==> config.mk <==
export PLATFORM = sky130hd
export DESIGN_NAME = mpvm_ctrl
export DESIGN_NICKNAME = d
export VERILOG_FILES = /design/src/rtl/mpvm_pkg.sv /design/src/rtl/mpvm_ctrl.sv
export SDC_FILE = /design/constraint.sdc
export NUM_CORES = 1
export LEC_CHECK = 0
export ABC_CLOCK_PERIOD_IN_PS = 4900
export BUFFER_PORTS_ARGS = -buffer_cell sky130_fd_sc_hd__buf_2
export CAP_MARGIN = 20
export CORE_AREA = 2 2 64 66
export DETAILED_ROUTE_END_ITERATION = 16
export DIE_AREA = 0 0 66 68
export MAX_ROUTING_LAYER = met4
export PLACE_DENSITY_LB_ADDON = 0.3
export SYNTH_ARGS = -nofsm -noshare
export SYNTH_HDL_FRONTEND = slang
export SYNTH_SLANG_ARGS = --single-unit
export TNS_END_PERCENT = 50
==> constraint.sdc <==
create_clock -name clk_i -period 4.9 [get_ports clk_i]
set_input_delay 0.49 -clock clk_i [delete_from_list [all_inputs] [get_ports clk_i]]
set_output_delay 0.49 -clock clk_i [all_outputs]
set_load 0.01 [all_outputs]
==> src/rtl/mpvm_pkg.sv <==
// ----------------------------------------------------------------------------
// mpvm_pkg
// Shared types, codes and the note frequency table of the MIDI voice mapper.
// ----------------------------------------------------------------------------
package mpvm_pkg;

  localparam int unsigned KEYS      = 128;
  localparam int unsigned KEY_W     = 7;
  localparam int unsigned MAX_WRITES = 32;
  localparam int unsigned CFG_IDX_W = 2;

  localparam logic [4:0]  NO_VOICE    = 5'd31;
  localparam logic [4:0]  NO_OWNER    = 5'd31;
  localparam logic [13:0] BEND_CENTRE = 14'd8192;
  localparam logic [6:0]  PAN_LEFT_LIMIT  = 7'd96;
  localparam logic [6:0]  PAN_RIGHT_LIMIT = 7'd32;

  localparam logic [3:0] KIND_NOTE_OFF = 4'h8;
  localparam logic [3:0] KIND_NOTE_ON  = 4'h9;
  localparam logic [3:0] KIND_CC       = 4'hB;
  localparam logic [3:0] KIND_BEND     = 4'hE;

  localparam logic [6:0] CC_MODULATION = 7'h01;
  localparam logic [6:0] CC_VOLUME     = 7'h07;
  localparam logic [6:0] CC_BALANCE    = 7'h08;

  localparam logic [CFG_IDX_W-1:0] CFG_PSG_ENABLE   = 2'd0;
  localparam logic [CFG_IDX_W-1:0] CFG_USE_VELOCITY = 2'd1;
  localparam logic [CFG_IDX_W-1:0] CFG_WAVEFORM     = 2'd2;

  typedef enum logic [2:0] {
    TGT_FREQ  = 3'd0,
    TGT_WAVE  = 3'd1,
    TGT_PW    = 3'd2,
    TGT_LEFT  = 3'd3,
    TGT_RIGHT = 3'd4,
    TGT_VOL   = 3'd5
  } target_e;

  typedef enum logic [2:0] {
    MSG_NONE, MSG_OFF, MSG_ON, MSG_MOD, MSG_VOL, MSG_PAN, MSG_BEND
  } msg_e;

  typedef enum logic [2:0] {
    VAL_FREQ, VAL_WAVE, VAL_MOD, VAL_LEFT, VAL_RIGHT, VAL_VOL_NOTE, VAL_VOL_PLAIN, VAL_ZERO
  } val_e;

  typedef enum logic [1:0] {
    ADDR_CLEAR, ADDR_KEY, ADDR_SCAN
  } addr_e;

  typedef enum logic {
    VSRC_RAM, VSRC_FREE
  } vsrc_e;

  typedef struct packed {
    logic    load_msg;
    logic    store_set;
    addr_e   ram_addr;
    logic    ram_we;
    logic    ram_wfree;
    logic    load_v;
    vsrc_e   v_src;
    logic    set_owner;
    logic    free_owner;
    logic    freq_start;
    logic    freq_scan_key;
    logic    sqrt_start;
    logic    emit;
    logic    emit_idx_voice;
    target_e target;
    val_e    val;
    logic    flush;
  } cmd_t;

  typedef struct packed {
    msg_e kind;
    logic ch_ok;
    logic psg;
    logic v_ok;
    logic rd_ok;
    logic free_found;
    logic owner_match;
    logic emit_ok;
    logic flush_ok;
    logic sqrt_done;
  } sts_t;

  localparam logic [15:0] FREQ_TABLE [128] = '{
    16'd21, 16'd23, 16'd24, 16'd26, 16'd27, 16'd29, 16'd31, 16'd32,
    16'd34, 16'd36, 16'd39, 16'd41, 16'd43, 16'd46, 16'd49, 16'd52,
    16'd55, 16'd58, 16'd62, 16'd65, 16'd69, 16'd73, 16'd78, 16'd82,
    16'd87, 16'd93, 16'd98, 16'd104, 16'd110, 16'd117, 16'd124, 16'd131,
    16'd139, 16'd147, 16'd156, 16'd165, 16'd175, 16'd186, 16'd197, 16'd208,
    16'd221, 16'd234, 16'd248, 16'd263, 16'd278, 16'd295, 16'd312, 16'd331,
    16'd351, 16'd372, 16'd394, 16'd417, 16'd442, 16'd468, 16'd496, 16'd526,
    16'd557, 16'd590, 16'd625, 16'd662, 16'd702, 16'd744, 16'd788, 16'd835,
    16'd884, 16'd937, 16'd993, 16'd1052, 16'd1114, 16'd1181, 16'd1251, 16'd1325,
    16'd1404, 16'd1488, 16'd1576, 16'd1670, 16'd1769, 16'd1874, 16'd1986, 16'd2104,
    16'd2229, 16'd2362, 16'd2502, 16'd2651, 16'd2809, 16'd2976, 16'd3153, 16'd3340,
    16'd3539, 16'd3749, 16'd3972, 16'd4209, 16'd4459, 16'd4724, 16'd5005, 16'd5303,
    16'd5618, 16'd5952, 16'd6306, 16'd6681, 16'd7078, 16'd7499, 16'd7945, 16'd8418,
    16'd8918, 16'd9448, 16'd10010, 16'd10606, 16'd11236, 16'd11904, 16'd12612, 16'd13362,
    16'd14157, 16'd14999, 16'd15891, 16'd16836, 16'd17837, 16'd18897, 16'd20021, 16'd21212,
    16'd22473, 16'd23809, 16'd25225, 16'd26725, 16'd28314, 16'd29998, 16'd31782, 16'd33672
  };

endpackage

==> src/rtl/mpvm_ctrl.sv <==
// ----------------------------------------------------------------------------
// mpvm_ctrl
// Controller: RAM clearing pass, message decode and the voice and key scans.
// ----------------------------------------------------------------------------
module mpvm_ctrl #(
  parameter int unsigned MIDI_CHANNELS = 16,
  parameter int unsigned VOICES = 16,
  localparam int unsigned CHW = (MIDI_CHANNELS > 1) ? $clog2(MIDI_CHANNELS) : 1,
  localparam int unsigned AW  = CHW + mpvm_pkg::KEY_W,
  localparam int unsigned IW  = AW + 1
) (
  input  logic           clk_i,
  input  logic           rst_ni,
  input  logic           in_valid_i,
  output logic           in_stall_o,
  input  mpvm_pkg::sts_t sts_i,
  output mpvm_pkg::cmd_t cmd_o,
  output logic [IW-1:0]  idx_o
);

  localparam int unsigned DEPTH = MIDI_CHANNELS * mpvm_pkg::KEYS;

  typedef enum logic [3:0] {
    S_CLEAR, S_IDLE, S_DECODE, S_LOADV, S_OFF_DO, S_ON_SEL, S_ON_FREQ, S_ON_F2,
    S_ON_W, S_CC_SCAN, S_CC_RIGHT, S_BEND_RD, S_BEND_CHK, S_BEND_F2, S_BEND_W, S_FLUSH
  } state_e;

  state_e            state_q, state_d;
  logic [IW-1:0]     idx_q, idx_d;
  mpvm_pkg::target_e on_tgt;
  logic              on_ok;

  always_ff @(posedge clk_i or negedge rst_ni) begin
    if (!rst_ni) begin
      state_q <= S_CLEAR;
      idx_q   <= '0;
    end else begin
      state_q <= state_d;
      idx_q   <= idx_d;
    end
  end

  always_comb begin
    cmd_o          = '0;
    cmd_o.ram_addr = mpvm_pkg::ADDR_KEY;
    cmd_o.target   = mpvm_pkg::TGT_FREQ;
    cmd_o.val      = mpvm_pkg::VAL_ZERO;
    state_d        = state_q;
    idx_d          = idx_q;
    on_tgt         = mpvm_pkg::target_e'(idx_q[2:0]);
    on_ok          = sts_i.emit_ok && (on_tgt != mpvm_pkg::TGT_VOL || sts_i.sqrt_done);
    case (state_q)
      S_CLEAR: begin
        cmd_o.ram_addr = mpvm_pkg::ADDR_CLEAR;
        cmd_o.ram_we   = 1'b1;
        if (idx_q == IW'(DEPTH - 1)) begin
          idx_d   = '0;
          state_d = S_IDLE;
        end else begin
          idx_d = idx_q + IW'(1);
        end
      end
      S_IDLE: begin
        if (in_valid_i) begin
          cmd_o.load_msg = 1'b1;
          state_d        = S_DECODE;
        end
      end
      S_DECODE: begin
        cmd_o.store_set = 1'b1;
        idx_d           = '0;
        state_d         = S_IDLE;
        if (sts_i.ch_ok) begin
          case (sts_i.kind)
            mpvm_pkg::MSG_OFF: state_d = S_LOADV;
            mpvm_pkg::MSG_ON:  if (sts_i.psg) state_d = S_LOADV;
            mpvm_pkg::MSG_MOD, mpvm_pkg::MSG_VOL, mpvm_pkg::MSG_PAN: begin
              if (sts_i.psg) state_d = S_CC_SCAN;
            end
            mpvm_pkg::MSG_BEND: if (sts_i.psg) state_d = S_BEND_RD;
            default: ;
          endcase
        end
      end
      S_LOADV: begin
        cmd_o.load_v = 1'b1;
        cmd_o.v_src  = mpvm_pkg::VSRC_RAM;
        state_d      = (sts_i.kind == mpvm_pkg::MSG_ON) ? S_ON_SEL : S_OFF_DO;
      end
      S_OFF_DO: begin
        if (!(sts_i.v_ok && sts_i.psg && !sts_i.emit_ok)) begin
          cmd_o.emit       = sts_i.v_ok && sts_i.psg;
          cmd_o.target     = mpvm_pkg::TGT_VOL;
          cmd_o.free_owner = sts_i.v_ok;
          cmd_o.ram_we     = 1'b1;
          state_d          = S_FLUSH;
        end
      end
      S_ON_SEL: begin
        if (sts_i.v_ok) begin
          state_d = S_ON_FREQ;
        end else if (sts_i.free_found) begin
          cmd_o.load_v    = 1'b1;
          cmd_o.v_src     = mpvm_pkg::VSRC_FREE;
          cmd_o.ram_we    = 1'b1;
          cmd_o.ram_wfree = 1'b1;
          state_d         = S_ON_FREQ;
        end else begin
          state_d = S_IDLE;
        end
      end
      S_ON_FREQ: begin
        cmd_o.set_owner  = 1'b1;
        cmd_o.freq_start = 1'b1;
        cmd_o.sqrt_start = 1'b1;
        idx_d            = '0;
        state_d          = S_ON_F2;
      end
      S_ON_F2: state_d = S_ON_W;
      S_ON_W: begin
        cmd_o.target = on_tgt;
        case (on_tgt)
          mpvm_pkg::TGT_FREQ:  cmd_o.val = mpvm_pkg::VAL_FREQ;
          mpvm_pkg::TGT_WAVE:  cmd_o.val = mpvm_pkg::VAL_WAVE;
          mpvm_pkg::TGT_PW:    cmd_o.val = mpvm_pkg::VAL_MOD;
          mpvm_pkg::TGT_LEFT:  cmd_o.val = mpvm_pkg::VAL_LEFT;
          mpvm_pkg::TGT_RIGHT: cmd_o.val = mpvm_pkg::VAL_RIGHT;
          default:             cmd_o.val = mpvm_pkg::VAL_VOL_NOTE;
        endcase
        if (on_ok) begin
          cmd_o.emit = 1'b1;
          if (on_tgt == mpvm_pkg::TGT_VOL) begin
            state_d = S_FLUSH;
          end else begin
            idx_d = idx_q + IW'(1);
          end
        end
      end
      S_CC_SCAN: begin
        cmd_o.emit_idx_voice = 1'b1;
        case (sts_i.kind)
          mpvm_pkg::MSG_MOD: begin
            cmd_o.target = mpvm_pkg::TGT_PW;
            cmd_o.val    = mpvm_pkg::VAL_MOD;
          end
          mpvm_pkg::MSG_VOL: begin
            cmd_o.target = mpvm_pkg::TGT_VOL;
            cmd_o.val    = mpvm_pkg::VAL_VOL_PLAIN;
          end
          default: begin
            cmd_o.target = mpvm_pkg::TGT_LEFT;
            cmd_o.val    = mpvm_pkg::VAL_LEFT;
          end
        endcase
        if (idx_q == IW'(VOICES)) begin
          state_d = S_FLUSH;
        end else if (!sts_i.owner_match) begin
          idx_d = idx_q + IW'(1);
        end else if (sts_i.emit_ok) begin
          cmd_o.emit = 1'b1;
          if (sts_i.kind == mpvm_pkg::MSG_PAN) begin
            state_d = S_CC_RIGHT;
          end else begin
            idx_d = idx_q + IW'(1);
          end
        end
      end
      S_CC_RIGHT: begin
        cmd_o.emit_idx_voice = 1'b1;
        cmd_o.target         = mpvm_pkg::TGT_RIGHT;
        cmd_o.val            = mpvm_pkg::VAL_RIGHT;
        if (sts_i.emit_ok) begin
          cmd_o.emit = 1'b1;
          idx_d      = idx_q + IW'(1);
          state_d    = S_CC_SCAN;
        end
      end
      S_BEND_RD: begin
        cmd_o.ram_addr = mpvm_pkg::ADDR_SCAN;
        state_d        = S_BEND_CHK;
      end
      S_BEND_CHK: begin
        cmd_o.ram_addr = mpvm_pkg::ADDR_SCAN;
        if (sts_i.rd_ok) begin
          cmd_o.load_v        = 1'b1;
          cmd_o.v_src         = mpvm_pkg::VSRC_RAM;
          cmd_o.freq_start    = 1'b1;
          cmd_o.freq_scan_key = 1'b1;
          state_d             = S_BEND_F2;
        end else if (idx_q == IW'(mpvm_pkg::KEYS - 1)) begin
          state_d = S_FLUSH;
        end else begin
          idx_d   = idx_q + IW'(1);
          state_d = S_BEND_RD;
        end
      end
      S_BEND_F2: state_d = S_BEND_W;
      S_BEND_W: begin
        cmd_o.target = mpvm_pkg::TGT_FREQ;
        cmd_o.val    = mpvm_pkg::VAL_FREQ;
        if (sts_i.emit_ok) begin
          cmd_o.emit = 1'b1;
          if (idx_q == IW'(mpvm_pkg::KEYS - 1)) begin
            state_d = S_FLUSH;
          end else begin
            idx_d   = idx_q + IW'(1);
            state_d = S_BEND_RD;
          end
        end
      end
      S_FLUSH: begin
        if (sts_i.flush_ok) begin
          cmd_o.flush = 1'b1;
          state_d     = S_IDLE;
        end
      end
      default: state_d = S_IDLE;
    endcase
  end

  assign in_stall_o = (state_q != S_IDLE);
  assign idx_o      = idx_q;

endmodule

### Yosys cells after proc, flatten, opt, wreduce, memory -nomap -nowiden

Cells that the tools add are included.

* output and inout bits: 35
* bits in latches: 0
* memories: 0
* bits in writable memories: 0
* bits in read-only memories: 0
* bits in registers: 16
* bits of input ports: 15

* multipliers: 0
* reduce and logical (&&, ||, !) cells: 15
* $add $sub $neg: 1
* div/mod/pow operators: 0
* muxes and demuxes: 66
* bitwise gates (word level): 0
* equality and inequality tests: 47
* shifts and indexed selects: 0
* order comparisons: 0

Operator list (number)
* $mux 12: 11
* $pmux 12 s7: 1
* $mux 4: 19
* $pmux 4 s16: 1
* $eq 4x4->1 const B: 8
* $pmux 3 s4: 2
* $ne 2x2->1 const B: 11
* $mux 1: 18
* $ne 3x3->1 const B: 6
* $eq 4x3->1 const B: 4
* $pmux 4 s4: 1
* $eq 3x3->1 const B: 5
* $pmux 3 s5: 1
* $add 12x1->12 const B: 1
* $eq 12x11->1 const B: 1
* $eq 12x5->1 const B: 1
* $eq 12x7->1 const B: 1
* $eq 3x2->1 const B: 4
* $pmux 6 s2: 1
* $reduce_and 11->1: 1
* $mux 3: 3
* $reduce_and 9->1: 1
* $eq 4x2->1 const B: 2
* $reduce_or 2->1: 4
* 16 further kinds: 21

### Depth between registers and ports, before layout

Gate-level depths: netlist of run 1.

* word-level depth: 6
* mapped depth: 8

### Worst setup path before layout of run 1

Ideal clock, no wire load.

* path type: reg2reg
* start point: reg idx_q[0], in the netlist idx_o[0]
* end point: reg idx_q[11], in the netlist idx_o[11]
* clock period less this slack: 2172 ps
* path buffers: 1
* arrival time: 2050 ps
* setup slack: 2728 ps
* cell stages (with the launch flop): 9
* required time: 4778 ps
* cells stage by stage: dfrtp_1 > inv_1 > ha_1 > and4bb_1 > and4_1 > o211a_1 > buf_4 > a211o_1 > a32o_1

* word-level cells in the longest chain between the ends: 6
* elaborated cells on any way between the ends: 24
* those cells by class: 1 x add/sub; 8 x eq/ne; 12 x mux; 3 x reduce/logical

RTL lines
* start: declaration: RTL line mpvm_ctrl.sv:29 `logic [IW-1:0] idx_q, idx_d;`
* start signal: assignment: RTL line mpvm_ctrl.sv:39 `idx_q <= idx_d;`
* $add 12x1->12
* $mux 12: RTL line mpvm_ctrl.sv:161 `if (sts_i.kind == mpvm_pkg::MSG_PAN) begin`
* $mux 12: RTL line mpvm_ctrl.sv:159 `end else if (sts_i.emit_ok) begin`
* $mux 12: RTL line mpvm_ctrl.sv:157 `end else if (!sts_i.owner_match) begin`
* $mux 12: RTL line mpvm_ctrl.sv:155 `if (idx_q == IW'(VOICES)) begin`
* $pmux 12 s7: RTL line mpvm_ctrl.sv:52 `case (state_q)`

Several ways; a longest one is shown, not always the timed one. The select of a mux whose other input is x is not followed.
A chain may end at the register's enable or synchronous reset.

==> results of run 1 <==
==> stage by stage <==
stage / power, mW / hold slack (ps) / area, µm² / cells
2_1_floorplan: 0.845 / 194 / 1840 / 243
3_3_place_gp: 1.00 / 424 / 2010 / 324
3_5_place_dp: 1.01 / 428 / 2010 / 324
4_1_cts: 1.13 / 155 / 2060 / 328
5_1_grt: 1.23 / 177 / 2060 / 328
6_report: 1.14 / 146 / 2060 / 328
==> layout make-up <==
| class | count | area, µm² | area share (%) |
|---|---|---|---|
| Sequential cell | 16 | 400 | 19.4 |
| Clock buffer | 4 | 55.1 | 2.67 |
| Multi-Input combinational cell | 196 | 1250 | 60.6 |
| Tap cell | 50 | 62.6 | 3.03 |
| Inverter | 13 | 48.8 | 2.37 |
| Timing Repair Buffer | 49 | 245 | 11.9 |
==> power by group through the flow <==
stage	clock [mW]	combinational (mW)	sequential, mW
2_1_floorplan	0	0.630	0.215
3_3_place_gp	0	0.690	0.314
3_5_place_dp	0	0.690	0.315
4_1_cts	0.120	0.695	0.312
5_1_grt	0.126	0.770	0.332
6_report	0.119	0.699	0.320
==> sequential cells by signal (all words and copies together), names as in the netlist <==
signal   flops
idx_o       12
state_q      4
==> cell usage in the layout (no fill, tap or decap), types with 4 or more instances in the layout <==
master    netlist  layout
nor3_1          6       6
ha_1            5       5
o31ai_1         6       6
a32o_1          4       4
nand4_1         4       4
a211o_1         4       4
a311oi_1        4       4
nor2_1         31      31
a21oi_1        13      13
or3_1           4       4
nand3_1        12      12
nand2_1        16      16
buf_2           2      49
dfrtp_1        16      16
nand2b_1        7       7
nor2b_1         4       4
inv_1          13      13
o21ai_0        12      12
o211ai_1        4       4
and2_1          4       4
clkbuf_8        2       4
==> worst max path at each step <==
stage | from | endpoint | slack [ps] | depth (start not counted)
finish | state_q[2] | cmd_o[6] | 2040 | 4
global route | state_q[3] | idx_o[10] | 1860 | 5
CTS | state_q[2] | cmd_o[6] | 2080 | 4
detailed placement | state_q[2] | idx_o[7] | 2160 | 5
global placement | state_q[3] | idx_o[9] | 2250 | 5
floorplan | idx_o[0] | idx_o[11] | 2730 | 8
==> cell families after synthesis <==
kind of cell | after synthesis | share of synthesized area (%)
AO/OA/AOI/OAI | 74 | 29.2
AND/OR/NAND/NOR | 116 | 34.8
adder cells (fa/ha/maj) | 5 | 3.40
flip-flops | 16 | 21.7
buffers and inverters | 31 | 10.4
XOR/XNOR | 1 | 0.476
==> layer usage <==
metal	track usage [%]	vias to the layer above	part of all wire (%)	wire length, µm
met5	-	-	0	0
met4	4.08	0	1.0	55
met3	3.29	10	6.5	346
met2	41.2	95	48	2530
met1	33.4	963	45	2390
li1	-	989	-	-
==> results_dict.tcl, run 1 <==
set metrics [dict create \
    synthCells 243 \
    path_max_fanout 27 \
    io_pins 50 \
    cts_setup_buffers 0 \
    ant_nets 0 \
    p_leak_nw 0.915 \
    max_stage_delay_ps 870 \
    antenna_found_initial 0 \
    ir_drop_mv 0.268 \
    synth-edff-count 0 \
    vias 2057 \
    n_antenna_cell 0 \
    status "finished, final reports clean" \
    crit_arrival_ps 2370 \
    ys_warn_count 0 \
    finClkSkew_ps 1.26 \
    synth_area_leader_cell "dfrtp_1" \
    grt_start_max_net_pins 33 \
    worst-endpoint-required_ps 4410 \
    grt_pass1_vias 1830 \
    globalplace.congestion 0.918 \
    drt_pass1_iterations 5 \
    yosys-top-cells-area "dfrtp_1, nor2_1, a21oi_1" \
    relSlewSlack_pct 35.9 \
    die_x_um 66 \
    startpoint_type "flop" \
    p_int_uw 531 \
    fillerInstances 404 \
    drive_above_1_share_pct 21.6 \
    insertion_delay_ps 250 \
    rsz0062_at_grt "false" \
    cts_sinks 16 \
    yosys-top-cells-count "nor2_1, dfrtp_1, nand2_1, a21oi_1, inv_1" \
    root_buffer "clkbuf_8" \
    timing.rr.start "state_q[3]" \
    fin_ws_ps 2040 \
    syn_nets 263 \
    fin_util_pct 53.5 \
    ys_ff_latch 16 \
    drt_iter0_drc 240 \
    timing.fmax_ghz 0.350 \
    slowest_stage "dfrtp_1" \
    r2r-end "idx_o[10]" \
    p_comb_share_pct 61.5 \
    timing.max_cap.violations 0 \
    cp-end-kind "primary output" \
    drt_wl_total_um 5320 \
    cp_num_buf_inv 1 \
    async_flop_share_pct 100 \
    ctsHoldBuffers 0 \
    finalHoldViolations 0 \
    pwr-share-seq_pct 28.1 \
    die_area_um2 4490 \
    core.rowCount 23 \
    netlist.area_leader.share_pct 21.7 \
    place_ws_ps 2160 \
    crit_chain "nand2b_1 > or4_1 > a21bo_2 > buf_2" \
    pwr_density_cell_nw_per_um2 552 \
    hold_class "in -> async" \
    core_um2 3860 \
    hpwl_um 3880 \
    synth.most_common_cell "nor2_1" \
    ys_types 63 \
    wl_per_cell_um 16.2 \
    clk_pin_slew_ps 60 \
    cts_buffers 3 \
    p_sw_share_pct 53.4 \
    worstMarginPinSlew_ps 958 \
    initial_core_util_pct 47.8 \
    nets 299 \
    setup_tns_ps 0 \
    syn_area_um2 1840 \
    grtUsageTotal_pct 24.9 \
    synthToLayoutAreaGrowth_pct 12.0 \
    crit_family "simple AND/OR/NAND/NOR gates" \
    finalCritPeriodShare_pct 58.3 \
    clock_path_buffers 2 \
    grt_pass1_wl_um 8670 \
    switching_power_uw 607 \
    grt_remaining_overflow 0 \
    synth_flop_cell "dfrtp_1" \
    worstSetupPathType "reg -> out" \
    io_buffers 49 \
    cts_tree "built" \
    slew_violations 0 \
    r2r.worst_path.cells 5 \
    viasPerCell 6.27 \
    drc_errors 0 \
    yosysSeqAreaShare_pct 21.7 \
    cts.repair.resized 0 \
    setup_viol 0 \
    avgSynthCellArea_um2 7.58 \
    final.min_clock_period_ps 2860 \
    htree_levels 1 \
    rrSetupSlack_ps 2140 \
    fp.dieH_um 68 \
    power_frac_clock_pct 10.4 \
]
Note: power is estimated with default switching activity, not from simulation.
==> run 2, diff against run 1 <==
Settings changed: ABC_CLOCK_PERIOD_IN_PS 4900 to 3000.
Clock period 4.9 ns to 3 ns, I/O delays scaled along.
==> run 2 against run 1 <==
Sequential power is 34% higher. Register-to-register slack worse by 1700 ps. Clock power increased by 65%. Setup slack got worse by 1600 ps. Final area increased by 2.3%. Die area stayed put. Global-route usage is 1.0 points higher. Critical path depth up 2. Worst hold slack improved by 290 ps. Total power up 69%. Wire length increased by 2.1%.
==> results_dict.tcl, run 2 (synthesized netlist as in run 1, its figures left out) <==
set metrics [dict create \
    core.rowCount 23 \
    power.total_mw 1.92 \
    finalHoldViolations 0 \
    relSlewSlack_pct 33.0 \
    nets 305 \
    timing.rr.start "state_q[0]" \
    timing.fmax_ghz 0.391 \
    finalCritPeriodShare_pct 85.3 \
    finalNonFillerCells 334 \
    status "finished, final reports clean" \
    die_x_um 66 \
    min_path_cells 3 \
    cts_tree "built" \
    hpwl_um 4100 \
    finClkSkew_ps 3.60 \
    ir_drop_mv 0.468 \
    cts_buffers 3 \
    drt_iter0_drc 191 \
    die_area_um2 4490 \
    cp-end-kind "flop" \
    path_max_fanout 21 \
    io_pins 50 \
    drt_pass1_iterations 6 \
    vias 2084 \
    r2r.worst_path.cells 6 \
    setup_viol 0 \
    ant_nets 0 \
    final_cell_mix "buf_2, nor2_1, nand2_1, dfrtp_1" \
    grt_start_max_net_pins 22 \
    clock_path_buffers 2 \
    globalplace.congestion 0.915 \
    worst-endpoint-required_ps 3140 \
    dpl.cell_count 329 \
    htree_levels 1 \
    final.min_clock_period_ps 2560 \
    grt_pass1_wl_um 8920 \
    grtUsageTotal_pct 25.9 \
    drive_above_1_share_pct 22.9 \
    io_buffers 49 \
    slew_violations 0 \
    r2r-end "state_q[2]" \
    fp.dieH_um 68 \
    worstMarginPinSlew_ps 1000 \
    startpoint_type "flop" \
    setup_tns_ps 0 \
    drt_wl_total_um 5430 \
    p_leak_nw 0.943 \
    n_antenna_cell 0 \
    clk_pin_slew_ps 70 \
    crit_arrival_ps 2690 \
    root_buffer "clkbuf_8" \
    grt_remaining_overflow 0 \
    worstSetupPathType "reg -> reg" \
    hold_class "in -> reg" \
    core_um2 3860 \
    synthToLayoutAreaGrowth_pct 14.5 \
    cts_sinks 16 \
    grt_pass1_vias 1807 \
    drc_errors 0 \
    initial_core_util_pct 47.8 \
    min_from "sts_i[8]" \
    fin_util_pct 54.7 \
    fillerInstances 401 \
    largest_reg_flops 12 \
    pwr_density_cell_nw_per_um2 911 \
    final_common_cell "buf_2" \
    wl_per_cell_um 16.3 \
    antenna_found_initial 0 \
    rrSetupSlack_ps 440 \
    min_to "state_q[1]" \
    viasPerCell 6.24 \
    rsz0062_at_grt "false" \
    insertion_delay_ps 250 \
    timing.max_cap.violations 0 \
]
[run 2: worst max-delay path by stage]
stage,startpoint,endpoint,slack [ps],cells after the start
final,state_q[0],state_q[2],440,6
after global routing,state_q[1],idx_o[11],290,6
after CTS,state_q[2],cmd_o[6],490,5
after detailed placement,state_q[1],idx_o[5],550,6
after global placement,state_q[0],state_q[2],550,6
after floorplan,idx_o[0],idx_o[11],830,8
[run 2: cell type report]
class | instances | area [µm²] | share of cell area (%)
clock buffer | 4 | 55.1 | 2.61
inverter | 13 | 48.8 | 2.31
multi-input combinational | 196 | 1250 | 59.3
sequential | 16 | 400 | 19.0
tap | 50 | 62.6 | 2.97
timing repair buffer | 55 | 293 | 13.9
[run 2: metal layers]
layer / vias up / global-route usage, % / part of all wire (%)
met3: 14 / 3.62 / 7.7
met1: 961 / 36.3 / 44
met4: 0 / 5.36 / 1.7
li1: 1010 / - / -
met5: - / - / 0
met2: 99 / 40.3 / 46
[run 2: timing repair]
action                    CTS  global route
resized for setup           0             0
buffers inserted            0             0
hold buffers                1             0
hold endpoints to repair   16             0
[run 2: stage by stage]
| stage | worst slack, ps | hold WS [ps] | instance area [µm²] |
|---|---|---|---|
| 2_1_floorplan | 828 | 4.41 | 1840 |
| 3_3_place_gp | 546 | 236 | 2040 |
| 3_5_place_dp | 547 | 243 | 2040 |
| 4_1_cts | 487 | 420 | 2110 |
| 5_1_grt | 288 | 457 | 2110 |
| 6_report | 441 | 432 | 2110 |
[run 2: where the power goes]
| group | leakage (nW) | total [mW] | switching (mW) | internal, mW |
|---|---|---|---|---|
| registers | 0.204 | 0.428 | 0.154 | 0.274 |
| logic | 0.710 | 1.30 | 0.783 | 0.515 |
| clock network | 0.0288 | 0.196 | 0.0795 | 0.117 |
| total | 0.943 | 1.92 | 1.02 | 0.905 |
[run 2: worst max-delay path: stages (launching register included)]
cell and delay, ps:
dfrtp_1 750, buf_4 290, nand2b_1 180, a311oi_1 430, a222oi_1 240, and2_1 220, a311oi_1 330
